--- src/hw/rtl/pdtq_pkg.sv ---
// ----------------------------------------------------------------------------
// pdtq_pkg
// Shared constants and types for the priority-ordered delay task queue.
// ----------------------------------------------------------------------------
package pdtq_pkg;

    // Table depth and scheduler tick length in milliseconds.
    localparam int MAX_TASKS = 16;
    localparam int TICK_MS   = 10;

    // Field widths of the input and result words.
    localparam int DLY_W  = 16;
    localparam int PRIO_W = 8;
    localparam int TAG_W  = 8;

    // Derived widths.
    localparam int IDX_W   = $clog2(MAX_TASKS);
    localparam int CNT_W   = $clog2(MAX_TASKS + 1);
    localparam int TICKS_W = $clog2(((1 << DLY_W) - 1) / TICK_MS + 1);

    // Division by the tick length as a multiplication by its rounded-up
    // reciprocal. With the shift set to the delay width plus the bit length
    // of the divisor, the truncated quotient is exact for every delay.
    localparam int RECIP_SH = DLY_W + $clog2(TICK_MS);
    localparam int RECIP_W  = DLY_W + 1;
    localparam logic [RECIP_W-1:0] RECIP_M =
        RECIP_W'(((64'd1 << RECIP_SH) + 64'(TICK_MS) - 64'd1) / 64'(TICK_MS));
    localparam int PROD_W   = RECIP_SH + TICKS_W;

    // Command codes of the input word.
    localparam logic CMD_ADD  = 1'b0;
    localparam logic CMD_TICK = 1'b1;

    // Kind codes of the result word.
    localparam logic KIND_ACK  = 1'b0;
    localparam logic KIND_FIRE = 1'b1;

    // One stored task.
    typedef struct packed {
        logic [TICKS_W-1:0] ticks;
        logic [PRIO_W-1:0]  prio;
        logic [TAG_W-1:0]   tag;
    } t_entry;

    // Sequencer states, one-hot.
    typedef enum logic [5:0] {
        ST_IDLE    = 6'b000001,
        ST_DIV     = 6'b000010,
        ST_INS_RD  = 6'b000100,
        ST_INS_CHK = 6'b001000,
        ST_TICK    = 6'b010000,
        ST_ACK     = 6'b100000
    } t_state;

endpackage

--- src/hw/rtl/priority_delay_task_queue_top.sv ---
// ----------------------------------------------------------------------------
// priority_delay_task_queue_top
// Delay task queue kept in priority order in a single synchronous memory.
// ----------------------------------------------------------------------------
// Usage. The input channel (i_valid / o_ready) takes one word per command:
// an add word carries a delay in milliseconds, a priority and a tag, and a
// tick word advances the scheduler by one tick. The output channel
// (o_valid / i_ready) returns result words: one acknowledgement per add
// (dropped set when the table is full), and one word per task that fires
// on a tick, in table order, with o_last set on the final one. A tick on
// which nothing is due returns no word at all.
// Sequencing. A tick walks the table through the memory's one read port,
// one entry per cycle unless a stall pauses the walk.
// An add first divides the delay by the tick length (a multiply by the
// reciprocal), then moves each stored entry of higher priority value up by
// one place (read, then write back), then places the new task and sends
// the acknowledgement. A dropped add goes straight to the acknowledgement.
// One command is worked on at a time; o_ready is high when the sequencer
// is idle.
// Reset clears the task count and all control state; the table contents
// are left as they are and are never read before being written.
// When the receiver stalls, a finished word waits in the output register
// while the walk goes on; the walk pauses only when a second fired task
// is found while both the output register and the hold stage are full.
// ----------------------------------------------------------------------------
module priority_delay_task_queue_top
    import pdtq_pkg::*;
(
    input  logic              i_clk,
    input  logic              i_rst_n,
    // Input channel.
    input  logic              i_valid,
    output logic              o_ready,
    input  logic              i_command,
    input  logic [DLY_W-1:0]  i_wait_ms,
    input  logic [PRIO_W-1:0] i_priority_req,
    input  logic [TAG_W-1:0]  i_task_tag,
    // Output channel.
    output logic              o_valid,
    input  logic              i_ready,
    output logic              o_kind,
    output logic              o_dropped,
    output logic [TAG_W-1:0]  o_fired_tag,
    output logic [PRIO_W-1:0] o_fired_priority,
    output logic              o_last
);

    // ---------------------------------------------------------------------
    // Registers and their next values.
    // ---------------------------------------------------------------------
    t_state             r_state, n_state;
    logic [CNT_W-1:0]   r_count, n_count;
    logic [PRIO_W-1:0]  r_prio, n_prio;
    logic [TAG_W-1:0]   r_tag, n_tag;
    logic               r_drop, n_drop;
    logic [DLY_W-1:0]   r_quo, n_quo;
    logic [CNT_W-1:0]   r_ins_i, n_ins_i;
    logic [CNT_W-1:0]   r_issue, n_issue;
    logic [CNT_W-1:0]   r_wr, n_wr;
    logic               r_dv, n_dv;
    logic               r_pend_valid, n_pend_valid;
    logic [TAG_W-1:0]   r_pend_tag, n_pend_tag;
    logic [PRIO_W-1:0]  r_pend_prio, n_pend_prio;
    logic               r_out_valid, n_out_valid;
    logic               r_out_kind, n_out_kind;
    logic               r_out_dropped, n_out_dropped;
    logic [TAG_W-1:0]   r_out_tag, n_out_tag;
    logic [PRIO_W-1:0]  r_out_prio, n_out_prio;
    logic               r_out_last, n_out_last;

    // Task table and its registered read data.
    t_entry             r_task_table [MAX_TASKS];
    t_entry             r_rdata;

    // Memory port controls.
    logic               mem_we;
    logic [IDX_W-1:0]   mem_waddr;
    t_entry             mem_wdata;
    logic               mem_re;
    logic [IDX_W-1:0]   mem_raddr;

    // Helpers.
    logic               in_accept;
    logic               out_free;
    logic [PROD_W-1:0]  quo_prod;
    logic [CNT_W-1:0]   ins_prev;
    t_entry             new_entry;
    logic               fire;
    logic               stall;

    assign o_ready   = (r_state == ST_IDLE);
    assign in_accept = i_valid && o_ready;
    // The output register can take a word when empty or being drained.
    assign out_free  = !r_out_valid || i_ready;

    // Delay times the reciprocal of the tick length; the quotient sits
    // above the shift.
    assign quo_prod  = PROD_W'(r_quo) * PROD_W'(RECIP_M);

    assign ins_prev  = r_ins_i - CNT_W'(1);

    always_comb begin
        new_entry.ticks = r_quo[TICKS_W-1:0];
        new_entry.prio  = r_prio;
        new_entry.tag   = r_tag;
    end

    // A due task is found; it can only be taken if the hold stage can
    // hand its previous task to the output register.
    assign fire  = (r_state == ST_TICK) && r_dv && (r_rdata.ticks == '0);
    assign stall = fire && r_pend_valid && !out_free;

    // ---------------------------------------------------------------------
    // Sequencer.
    // ---------------------------------------------------------------------
    always_comb begin
        n_state       = r_state;
        n_count       = r_count;
        n_prio        = r_prio;
        n_tag         = r_tag;
        n_drop        = r_drop;
        n_quo         = r_quo;
        n_ins_i       = r_ins_i;
        n_issue       = r_issue;
        n_wr          = r_wr;
        n_dv          = r_dv;
        n_pend_valid  = r_pend_valid;
        n_pend_tag    = r_pend_tag;
        n_pend_prio   = r_pend_prio;
        n_out_valid   = r_out_valid && !i_ready;
        n_out_kind    = r_out_kind;
        n_out_dropped = r_out_dropped;
        n_out_tag     = r_out_tag;
        n_out_prio    = r_out_prio;
        n_out_last    = r_out_last;
        mem_we        = 1'b0;
        mem_waddr     = '0;
        mem_wdata     = '0;
        mem_re        = 1'b0;
        mem_raddr     = '0;

        unique case (r_state)
            ST_IDLE: begin
                if (in_accept) begin
                    if (i_command == CMD_TICK) begin
                        n_issue = '0;
                        n_wr    = '0;
                        n_dv    = 1'b0;
                        n_state = ST_TICK;
                    end else if (r_count >= CNT_W'(MAX_TASKS)) begin
                        n_drop  = 1'b1;
                        n_state = ST_ACK;
                    end else begin
                        n_drop  = 1'b0;
                        n_prio  = i_priority_req;
                        n_tag   = i_task_tag;
                        n_quo   = i_wait_ms;
                        n_state = ST_DIV;
                    end
                end
            end

            ST_DIV: begin
                n_quo   = DLY_W'(quo_prod[PROD_W-1:RECIP_SH]);
                n_ins_i = r_count;
                n_state = ST_INS_RD;
            end

            ST_INS_RD: begin
                if (r_ins_i == '0) begin
                    // Every stored task has a higher priority value.
                    mem_we    = 1'b1;
                    mem_waddr = '0;
                    mem_wdata = new_entry;
                    n_count   = r_count + CNT_W'(1);
                    n_state   = ST_ACK;
                end else begin
                    mem_re    = 1'b1;
                    mem_raddr = ins_prev[IDX_W-1:0];
                    n_state   = ST_INS_CHK;
                end
            end

            ST_INS_CHK: begin
                mem_we    = 1'b1;
                mem_waddr = r_ins_i[IDX_W-1:0];
                if (r_rdata.prio > r_prio) begin
                    // Move the entry up one place and keep searching.
                    mem_wdata = r_rdata;
                    n_ins_i   = ins_prev;
                    n_state   = ST_INS_RD;
                end else begin
                    // Equal priority stays ahead, so the new task goes here.
                    mem_wdata = new_entry;
                    n_count   = r_count + CNT_W'(1);
                    n_state   = ST_ACK;
                end
            end

            ST_TICK: begin
                // Compact surviving entries toward the start of the table.
                if (r_dv && !fire) begin
                    mem_we          = 1'b1;
                    mem_waddr       = r_wr[IDX_W-1:0];
                    mem_wdata       = r_rdata;
                    mem_wdata.ticks = r_rdata.ticks - TICKS_W'(1);
                    n_wr            = r_wr + CNT_W'(1);
                end
                if (fire && !stall) begin
                    if (r_pend_valid) begin
                        n_out_valid   = 1'b1;
                        n_out_kind    = KIND_FIRE;
                        n_out_dropped = 1'b0;
                        n_out_tag     = r_pend_tag;
                        n_out_prio    = r_pend_prio;
                        n_out_last    = 1'b0;
                    end
                    n_pend_valid = 1'b1;
                    n_pend_tag   = r_rdata.tag;
                    n_pend_prio  = r_rdata.prio;
                end
                if (!stall) begin
                    if (r_issue < r_count) begin
                        mem_re    = 1'b1;
                        mem_raddr = r_issue[IDX_W-1:0];
                        n_issue   = r_issue + CNT_W'(1);
                        n_dv      = 1'b1;
                    end else begin
                        n_dv = 1'b0;
                    end
                end
                // Walk finished: release the held task as the last word.
                if (!r_dv && (r_issue == r_count)) begin
                    if (r_pend_valid) begin
                        if (out_free) begin
                            n_out_valid   = 1'b1;
                            n_out_kind    = KIND_FIRE;
                            n_out_dropped = 1'b0;
                            n_out_tag     = r_pend_tag;
                            n_out_prio    = r_pend_prio;
                            n_out_last    = 1'b1;
                            n_pend_valid  = 1'b0;
                            n_count       = r_wr;
                            n_state       = ST_IDLE;
                        end
                    end else begin
                        n_count = r_wr;
                        n_state = ST_IDLE;
                    end
                end
            end

            ST_ACK: begin
                if (out_free) begin
                    n_out_valid   = 1'b1;
                    n_out_kind    = KIND_ACK;
                    n_out_dropped = r_drop;
                    n_out_tag     = '0;
                    n_out_prio    = '0;
                    n_out_last    = 1'b1;
                    n_state       = ST_IDLE;
                end
            end

            default: begin
                n_state = ST_IDLE;
            end
        endcase
    end

    // ---------------------------------------------------------------------
    // Control registers.
    // ---------------------------------------------------------------------
    always_ff @(posedge i_clk) begin
        if (!i_rst_n) begin
            r_state      <= ST_IDLE;
            r_count      <= '0;
            r_ins_i      <= '0;
            r_issue      <= '0;
            r_wr         <= '0;
            r_dv         <= 1'b0;
            r_pend_valid <= 1'b0;
            r_out_valid  <= 1'b0;
        end else begin
            r_state      <= n_state;
            r_count      <= n_count;
            r_ins_i      <= n_ins_i;
            r_issue      <= n_issue;
            r_wr         <= n_wr;
            r_dv         <= n_dv;
            r_pend_valid <= n_pend_valid;
            r_out_valid  <= n_out_valid;
        end
    end

    // Payload registers.
    always_ff @(posedge i_clk) begin
        r_prio        <= n_prio;
        r_tag         <= n_tag;
        r_drop        <= n_drop;
        r_quo         <= n_quo;
        r_pend_tag    <= n_pend_tag;
        r_pend_prio   <= n_pend_prio;
        r_out_kind    <= n_out_kind;
        r_out_dropped <= n_out_dropped;
        r_out_tag     <= n_out_tag;
        r_out_prio    <= n_out_prio;
        r_out_last    <= n_out_last;
    end

    // Task table: one write and one registered read per cycle.
    always_ff @(posedge i_clk) begin
        if (mem_we) begin
            r_task_table[mem_waddr] <= mem_wdata;
        end
        if (mem_re) begin
            r_rdata <= r_task_table[mem_raddr];
        end
    end

    assign o_valid          = r_out_valid;
    assign o_kind           = r_out_kind;
    assign o_dropped        = r_out_dropped;
    assign o_fired_tag      = r_out_tag;
    assign o_fired_priority = r_out_prio;
    assign o_last           = r_out_last;

    // ---------------------------------------------------------------------
    // Assertions.
    // ---------------------------------------------------------------------
    a_count_bound: assert property (@(posedge i_clk) disable iff (!i_rst_n)
        r_count <= CNT_W'(MAX_TASKS))
        else $error("task count above table depth");

    a_compact_order: assert property (@(posedge i_clk) disable iff (!i_rst_n)
        (r_state == ST_TICK) |-> (r_wr <= r_issue))
        else $error("compaction write passed the read pointer");

    a_pend_in_tick: assert property (@(posedge i_clk) disable iff (!i_rst_n)
        r_pend_valid |-> (r_state == ST_TICK))
        else $error("held fired task outside a tick walk");

    a_drop_when_full: assert property (@(posedge i_clk) disable iff (!i_rst_n)
        ((r_state == ST_ACK) && r_drop) |-> (r_count == CNT_W'(MAX_TASKS)))
        else $error("add dropped while the table had room");

    a_ack_word: assert property (@(posedge i_clk) disable iff (!i_rst_n)
        ((r_state == ST_ACK) && out_free) |=>
            (r_out_valid && r_out_last && (r_out_kind == KIND_ACK)))
        else $error("acknowledgement word not loaded");

endmodule
--- config.mk ---
export PLATFORM = sky130hd
export DESIGN_NAME = priority_delay_task_queue_top
export DESIGN_NICKNAME = d
export VERILOG_FILES = /design/src/hw/rtl/pdtq_pkg.sv /design/src/hw/rtl/priority_delay_task_queue_top.sv
export SDC_FILE = /design/constraint.sdc
export NUM_CORES = 1
export LEC_CHECK = 0
export ABC_AREA = 1
export BUFFER_PORTS_ARGS = -buffer_cell sky130_fd_sc_hd__clkbuf_2
export CAP_MARGIN = 20
export CORE_UTILIZATION = 61
export DETAILED_ROUTE_END_ITERATION = 6
export HOLD_SLACK_MARGIN = 0.05
export PLACE_DENSITY = 0.89
export SETUP_SLACK_MARGIN = 0.5
export SYNTH_ARGS = -nofsm -noshare
export SYNTH_HDL_FRONTEND = slang
export SYNTH_SLANG_ARGS = --single-unit
--- constraint.sdc ---
create_clock -name i_clk -period 11.4 [get_ports i_clk]
set_clock_uncertainty 0.15 [all_clocks]
set_input_delay 1.14 -clock i_clk [delete_from_list [all_inputs] [get_ports i_clk]]
set_output_delay 1.14 -clock i_clk [all_outputs]
set_load 0.01 [all_outputs]
## Word-level counts from Yosys, hierarchy flattened

Memories as Yosys holds them, arrays and structs flattened. A register that Yosys moved wholly into a read port is not among the register bits.
Cells that the tools add are included.

| word-level totals | value |
|---|---|
| output and inout bits | 21 |
| logic and storage cells | 182 |
| memories | 1 |
| bits of input ports | 37 |
| register bits after elaboration | 97 |
| bits in writable memories | 464 |

Memory list:

| name | depth | width | read ports | clocked after Yosys merged registers in | wr ports | line | text |
|---|---|---|---|---|---|---|---|
| r_task_table | 16 | 29 | 1 | 1 | 1 | priority_delay_task_queue_top.sv:72 | `t_entry r_task_table [MAX_TASKS];` |

| cells by class | value |
|---|---|
| bitwise operators | 2 |
| equality and inequality tests | 20 |
| $add $sub $neg | 5 |
| reduce and logical (&&, ||, !) cells | 34 |
| muxes and demuxes | 97 |
| multipliers | 1 |
| order comparisons | 3 |

Operators with widths:

| cell | number |
|---|---|
| $mux 8 | 11 |
| $mux 29 | 3 |
| $pmux 29 s3 | 1 |
| $mux 5 | 11 |
| $mux 16 | 3 |
| $mux 6 | 8 |
| $mux 1 | 39 |
| $pmux 6 s6 | 1 |
| $mul 16x16->32 const B | 1 |
| $pmux 16 s2 | 1 |
| $pmux 8 s2 | 2 |
| $pmux 5 s2 | 3 |
| $mux 4 | 4 |
| $pmux 4 s2 | 2 |
| $reduce_and 4->1 | 4 |
| $add 5x1->5 const B | 3 |
| $pmux 5 s3 | 1 |
| $ne 2x2->1 const B | 7 |
| $logic_not 13->1 | 1 |
| $sub 13x1->13 const B | 1 |
| $pmux 1 s2 | 6 |
| $ne 2x1->1 const B | 5 |
| $reduce_and 5->1 | 2 |
| $logic_and 1x1->1 | 9 |
| 21 further kinds | 33 |

## Longest topological paths before layout

Gate-level depths: netlist of the first run.

| depth | value |
|---|---|
| depth after elaboration | 12 |
| depth in mapped cells | 24 |
| gate-level depth less buffers | 24 |

## Worst setup path before layout of the first run

No wires, ideal clock.

| timing | value |
|---|---|
| path kind | register to register |
| from | reg r_quo[4] |
| to | reg r_quo[6], data pin |
| library setup time | 0.254 ns |
| arrival time | 4.588 ns |
| path buffers | 0 |
| required time | 10.996 ns |
| cell stages (with the launch flop) | 22 |
| period minus slack after synthesis | 4.991 ns |
| slack | 6.409 ns |
| cells stage by stage | edfxtp_1 ha_1 xor2_1 ha_1 fa_1 inv_1 fa_1 inv_1 fa_1 inv_1 fa_1 inv_1 ha_1 nand2_1 inv_1 a21boi_0 nor2_1 nor2_1 nand3_1 or2_2 nand3_1 nand2_1 |

| between the ends | value |
|---|---|
| longest elaborated chain between the ends | 2 |

RTL lines:

| item | line | text |
|---|---|---|
| from (decl) | priority_delay_task_queue_top.sv:56 | `logic [DLY_W-1:0] r_quo, n_quo;` |
| from (signal assigned) | priority_delay_task_queue_top.sv:301 | `r_quo <= n_quo;` |
| $mul 16x16->32 | priority_delay_task_queue_top.sv:98 | `assign quo_prod = PROD_W'(r_quo) * PROD_W'(RECIP_M);` |
| $pmux 16 s2 | priority_delay_task_queue_top.sv:142 | `unique case (r_state)` |
| via n_quo[6] | priority_delay_task_queue_top.sv:56 |  |

The timed path passes the listed nets, and every way through them passes these cells.
A chain may end at the register's enable or synchronous reset.

## Worst setup path in the final report of the first run

Same ends and word-level chain as after synthesis.

==> metrics.txt, run 1 <==
status=finished, final reports clean; DR WL/cell=21.5 um; maximum root-to-sink buffer count=3; # placed instances=3728; CTS H-tree depth=2; R2R cell count=21; Root Buffer=clkbuf_16; Least-Margin Pin Slew=about 1.1 ns; DP HPWL=roughly 48000 um; largest net degree at the start of global routing=slightly above 200; Tot GR Track Use=31.9%; Crit Reg-Reg Endpoint=r_quo[6]; Max VDD drop=0.000350 V; Top FF cell, synth=edfxtp_1; Setup crit start=r_quo[4]; top cell type's share of synthesized area=54.4%; most common cell in the netlist=nand2_1; Slew HR=24.0%; syn_nets=3359; crit end category=flip-flop; hold buffer count at cts=0; Syn-to-layout area delta=9.19%; YS warnings=0; CP arrival=between 5 and 6 ns; Final Non-Filler Cells=3834; fmax=179 MHz; die area=roughly 0.052 mm^2; row count=82; GR Layer Usage met1=41.9%; synth top area cells=edfxtp_1 54%, nand3_1 9.1%, nand2_1 8.4%; Synth cell types=just over 50; Worst-path clk slew=0.07 ns; CP Class=reg2reg; antenna-violating nets left=0; Post-Syn Area per Cell=roughly 10 um^2; Cell Pwr Density=267 mW/mm^2; post-layout util=67.5%; Fill cells=3401; setup bufs post-CTS=0; unrepaired setup endpoints after global routing=false; synthesized cell area=0.0310 mm^2; post-synth top area cell=edfxtp_1; I/O Pins=a little under 60; gr ovfl total=0; drt total wl=82400 um; DIE WIDTH=227 um; Setup TNS=0 ns; routability cong.=0.983; Chip Height=around 230 um; period utilisation layout=49.1%; first-pass GRT wire length=124000 um; Mapped Cells=3094; flop-to-flop setup slack=roughly 5.8 ns; remaining routing DRC violations=0; CTS tree=built; clk_lat worst skew=roughly 0.64 ns; Crit Path Max Fanout=7; n_diodes=0; Setup crit end=r_quo[6]; 1st-pass router iterations=6; grt met3 use=between 6 and 7%; via count=23500; CORE AREA=roughly 0.050 mm^2; vias in the first global route=approximately 23000; met2 usage in global routing=50.7%; min Tclk post-route=about 5.6 ns; First DRT Iteration DRCs=3894; ratio of cells with drive above 1 in the final layout=7.12%; final net count=3385; clock sinks=590; Finish-stage setup viols=0; initial antenna violation count=0; Post-synth EDFFs=between 500 and 600; Hold Path Class=reg2reg; total chip power=9.02 mW; CTS Buf Count=between 50 and 60; post-synthesis register bit count=590; post_cts resized=0; IO buf count=57; initial core utilization=61.8%; Final Slew Violations=0; post-synthesis sequential area ratio=56.3%; vias per cell=6.12; commonest cells in the netlist=692 x nand2_1, 566 x nand3_1, 561 x edfxtp_1; P_leak=between 10 and 15 nW; Worst Path Required=11.65 ns; FFs w/ async S/R, synth=0%; Startpoint Class=flip-flop; max-cap viol count=0; final hold violations=0; reg2reg start=r_quo[4]; GRT busiest layer=met2
-- worst max-delay path: stages (launching register included) --
cell and delay [ns]:
edfxtp_1 0.52, ha_1 0.43, xor2_1 0.17, ha_1 0.32, fa_1 0.49, inv_1 0.05, fa_1 0.48, inv_1 0.05
fa_1 0.51, inv_1 0.06, fa_1 0.51, inv_1 0.05, ha_1 0.36, nand2_1 0.15, inv_1 0.05, a21boi_0 0.24
nor2_1 0.07, nor2_1 0.15, nand3_1 0.14, or2_2 0.29, nand3_1 0.07, nand2_1 0.06
-- power breakdown --
group	switching, mW	internal (mW)
combinational	3.03	1.67
clock	0.830	1.07
sequential	0.0357	2.38
-- per-layer routing --
layer  up-vias  wire [um]
met4         0       3870
met3       311      10400
met2      1763      38600
met5         -          0
li1      10400          -
met1     11000      29500
-- cells by family (layout without fill, tap and decap cells) --
family | Yosys count | after routing | synth area share [%]
fa+ha+maj | 228 | 228 | 11.1
compound gates | 177 | 177 | 3.39
buf+inv | 637 | 705 | 8.20
simple gates | 1439 | 1439 | 20.4
flops | 590 | 590 | 56.3
xor+xnor | 23 | 23 | 0.651
-- sequential cells by signal, indices dropped and copies added (netlist names), 5 cells and up --
name and flops:
r_pend_tag 8, r_ins_i 5, r_rdata 29, r_count 5, o_fired_priority 8, r_wr 5
r_tag 8, r_state 6, r_issue 5, r_quo 16, r_prio 8, o_fired_tag 8
r_task_table 464, r_pend_prio 8
-- stage by stage --
stage | worst slack, ns | instance area (um^2) | hold WS (ns)
4_1_cts | 5.87 | 33800 | 0.302
6_report | 5.80 | 33800 | 0.304
5_1_grt | 5.51 | 33800 | 0.325
3_3_place_gp | 6.02 | 31900 | 0.287
2_1_floorplan | 6.41 | 31000 | 0.278
3_5_place_dp | 5.90 | 31900 | 0.288
-- cell type report --
class                   instances  area (um^2)  area share (%)
multi-input cells            1867        11200            33.1
inverters                     503         1890            5.59
flip-flops and latches        590        17400            51.5
clock buffers                  66         1460            4.32
repair buffers                102          636            1.88
clock inverters                34          375            1.11
well taps                     672          841            2.49
-- worst min path at each step --
stage	from	endpoint	slack, ns	depth (start not counted)
finish	r_rdata[3]	r_pend_tag[3]	0.30	0
global route	r_rdata[2]	r_pend_tag[2]	0.33	0
CTS	r_rdata[6]	r_pend_tag[6]	0.30	0
detailed placement	r_rdata[3]	r_pend_tag[3]	0.29	0
global placement	r_rdata[6]	r_pend_tag[6]	0.29	0
floorplan	r_rdata[0]	r_pend_tag[0]	0.28	0
-- cell usage in the layout, fill, tap and decap left out, drive strengths merged, types with 6 or more instances in the layout --
cell,instances
nand2,697
clkinv,24
inv,504
buf,45
nor2,125
dfxtp,29
bufinv,7
nand3b,7
xnor2,7
ha,149
a21o,9
edfxtp,561
nand4,11
xor2,16
a22o,8
a21oi,50
fa,79
nand3,569
o221ai,7
nor3,17
clkbuf,123
o21ai,68
o22ai,7
a31oi,6
o211ai,7
Note: power is estimated with default switching activity, not from simulation.
==> run 2, diff against run 1 <==
--- a/config.mk
+++ b/config.mk
@@ -5,13 +5,13 @@
 export SDC_FILE = /design/constraint.sdc
 export NUM_CORES = 1
 export LEC_CHECK = 0
-export ABC_AREA = 1
+export ABC_AREA = 0
 export BUFFER_PORTS_ARGS = -buffer_cell sky130_fd_sc_hd__clkbuf_2
 export CAP_MARGIN = 20
-export CORE_UTILIZATION = 61
+export CORE_UTILIZATION = 57
 export DETAILED_ROUTE_END_ITERATION = 6
 export HOLD_SLACK_MARGIN = 0.05
-export PLACE_DENSITY = 0.89
+export PLACE_DENSITY = 0.87
 export SETUP_SLACK_MARGIN = 0.5
 export SYNTH_ARGS = -nofsm -noshare
 export SYNTH_HDL_FRONTEND = slang
==> constraint.sdc (replaced) <==
create_clock -name i_clk -period 5.1 [get_ports i_clk]
set_clock_uncertainty 0.15 [all_clocks]
set_input_delay 0.51 -clock i_clk [delete_from_list [all_inputs] [get_ports i_clk]]
set_output_delay 0.51 -clock i_clk [all_outputs]
set_load 0.01 [all_outputs]
==> metrics.txt, run 2 <==
Psw=between 6 and 7 mW; initial core utilization=58.0%; commonest cells in the netlist=561 x edfxtp_1, 496 x nand2_1, 182 x nand3_1; syn_nets=2599; unrepaired setup endpoints after global routing=true; Sw Ratio=35.5%; CORE AREA=about 0.049 mm^2; CP Class=reg2reg; Final Slew Violations=0; post-synthesis register bit count=590; status=complete, but fails checks; final net count=2761; row count=81; Biggest register=r_task_table; DP HPWL=46000 um; Post-synth EDFFs=561; CTS tree=built; maximum root-to-sink buffer count=3; top cell type's share of synthesized area=between 50% and 60%; Worst Path Required=5.27 ns; Register Area=~0.017 mm^2; antenna-violating nets left=0; synthesized cell area=0.0285 mm^2; Setup TNS=-6.01 ns; max FFs per register=around 460; Int Pwr=12.7 mW; Mapped Cells=2334; I/O Pins=58; post-synthesis sequential area ratio=61.2%; largest net degree at the start of global routing=77; Root Buffer=clkbuf_16; Finish-stage setup viols=13; clk_lat worst skew=roughly 0.64 ns; final hold violations=0; post-route worst setup slack=-0.599 ns; 1st-pass router iterations=6; Slew HR=around a fifth; Startpoint Class=flip-flop; Comb power frac=50.9%; period utilisation layout=112%; Clock Power Share=21.8%; YS warnings=0; post-synth top area cell=edfxtp_1; Max VDD drop=0.000984 V; n_diodes=0; Top FF cell, synth=edfxtp_1; Cell Pwr Density=between 600 and 700 mW/mm^2; first-pass GRT wire length=116000 um; Post-Syn Area per Cell=12.2 um^2; Least-Margin Pin Slew=approximately 1.2 ns; most frequent cells in the layout=561 x edfxtp_1, 494 x nand2_1, 182 x nand3_1, 169 x inv_1, 139 x ha_1; CTS H-tree depth=2; P_leak=about 12 nW; FFs w/ async S/R, synth=0%; vias in the first global route=20400; sequential share of power=27.3%; gr ovfl total=0; biggest regs=r_task_table (464), r_rdata (29), r_quo (16); Worst-path clk slew=~0.060 ns; Synth cell types=66; Fill cells=3141; vias per cell=about 6.3; Hold Path Class=in2reg; ratio of cells with drive above 1 in the final layout=14.0%; initial antenna violation count=1; First DRT Iteration DRCs=2872; commonest non-fill, non-tap cell in the layout=edfxtp_1; IO buf count=57; total chip power=around 20 mW; CTS Buf Count=56; failing checks=setup timing; clock sinks=590; remaining routing DRC violations=0; synth top area cells=edfxtp_1 59%, ha_1 6.6%, nand2_1 6.5%; min Tclk post-route=5.70 ns; DR WL/cell=about 24 um; Tot GR Track Use=roughly 30%; Crit Path Max Fanout=3; DIE WIDTH=225 um; most common cell in the netlist=edfxtp_1; fmax=175 MHz; via count=20400; crit end category=flip-flop; drt total wl=between 70000 and 80000 um; Chip Height=approximately 230 um; Syn-to-layout area delta=14.9%; area of the multi-input gates=0.0103 mm^2; die area=roughly 0.051 mm^2; routability cong.=0.994; CP arrival=5.87 ns; max-cap viol count=0
run 2: cell count changes after synthesis, sizes merged, moves of 13 or more:
cell | before | now
a21oi | 50 | 133
buf | 91 | 64
nand2b | 0 | 13
o21ai | 68 | 48
a32o | 1 | 29
nand2 | 697 | 497
mux2i | 0 | 30
nor4 | 2 | 34
and2 | 0 | 19
nor2 | 125 | 76
nand3 | 569 | 182
inv | 502 | 174
run 2: critical path, cell delays in order, from the launching register on:
cell       delay [ns]
edfxtp_1         0.45
buf_6            0.16
ha_1             0.35
ha_1             0.31
ha_1             0.28
inv_1            0.05
fa_1             0.51
fa_1             0.39
inv_1            0.09
fa_1             0.42
ha_1             0.30
a211oi_1         0.25
nand2_1          0.10
a221oi_2         0.31
o21ai_2          0.11
o2111ai_2        0.20
buf_6            0.16
a21oi_4          0.07
or2_4            0.25
a21o_1           0.22
xnor2_1          0.21
o21ai_1          0.08
run 2: what timing repair did:
item | CTS | global route
resized for setup | 23 | 25
hold endpoints to repair | 25 | 0
hold buffers | 25 | 0
gates cloned | 0 | 0
pin swaps | 26 | 11
setup buffers | 6 | 7
endpoints found under the setup margin | 13 | 13
run 2: worst paths after layout:
| check | slack [ns] | cells past startpoint | end | startpoint |
|---|---|---|---|---|
| worst min register to register | 0.35 | 0 | r_drop | r_count[4] |
| worst max-delay path | -0.60 | 21 | r_quo[8] | r_quo[8] |
| worst max register to register | -0.60 | 21 | r_quo[8] | r_quo[8] |
| worst min-delay path | 0.09 | 3 | r_quo[0] | i_wait_ms[0] |
run 2: logic make-up after synthesis:
group	share of synthesized area [%]
flip-flops	61.2
AND/OR/NAND/NOR	13.9
adder cells (fa/ha/maj)	12.1
buffers and inverters	4.02
AO/OA/AOI/OAI	6.81
XOR/XNOR	0.800
multiplexers	1.09
run 2: per-stage QoR:
step / cell area (um^2) / setup WS, ns / hold slack [ns] / std cells / utilization [%]
after global routing: 32700 / -0.717 / 0.0734 / 3207 / 66.7
after detailed placement: 30200 / -0.701 / 0.337 / 3061 / 61.6
after global placement: 30200 / -0.600 / 0.334 / 3061 / 61.6
after CTS: 32500 / -0.532 / 0.0628 / 3197 / 66.2
after floorplan: 28500 / -0.286 / 0.277 / 2334 / -
final: 32700 / -0.599 / 0.0876 / 3207 / 66.7
run 2: final cells by class:
cell class	count	share of cell area [%]
flip-flops and latches	590	53.3
multi-input cells	1463	31.5
repair buffers	211	4.97
clock buffers	65	4.39
well taps	664	2.54
inverters	174	2.00
clock inverters	40	1.37
run 2: power by group through the flow:
stage / Combinational, mW / Clock (mW) / Sequential [mW]
2_1_floorplan: 5.23 / 0 / 5.47
3_3_place_gp: 7.90 / 0 / 5.46
3_5_place_dp: 8.29 / 0 / 5.46
4_1_cts: 9.03 / 4.30 / 5.36
5_1_grt: 11.0 / 4.48 / 5.37
6_report: 10.0 / 4.30 / 5.37
run 2: routing by layer:
layer / part of all wire, % / up-vias / track usage, %
li1: - / 8626 / -
met1: 34 / 9734 / 38.6
met2: 47 / 1641 / 48.7
met3: 13 / 352 / 7.03
met4: 5.3 / 0 / 16.6
met5: 0 / - / 0
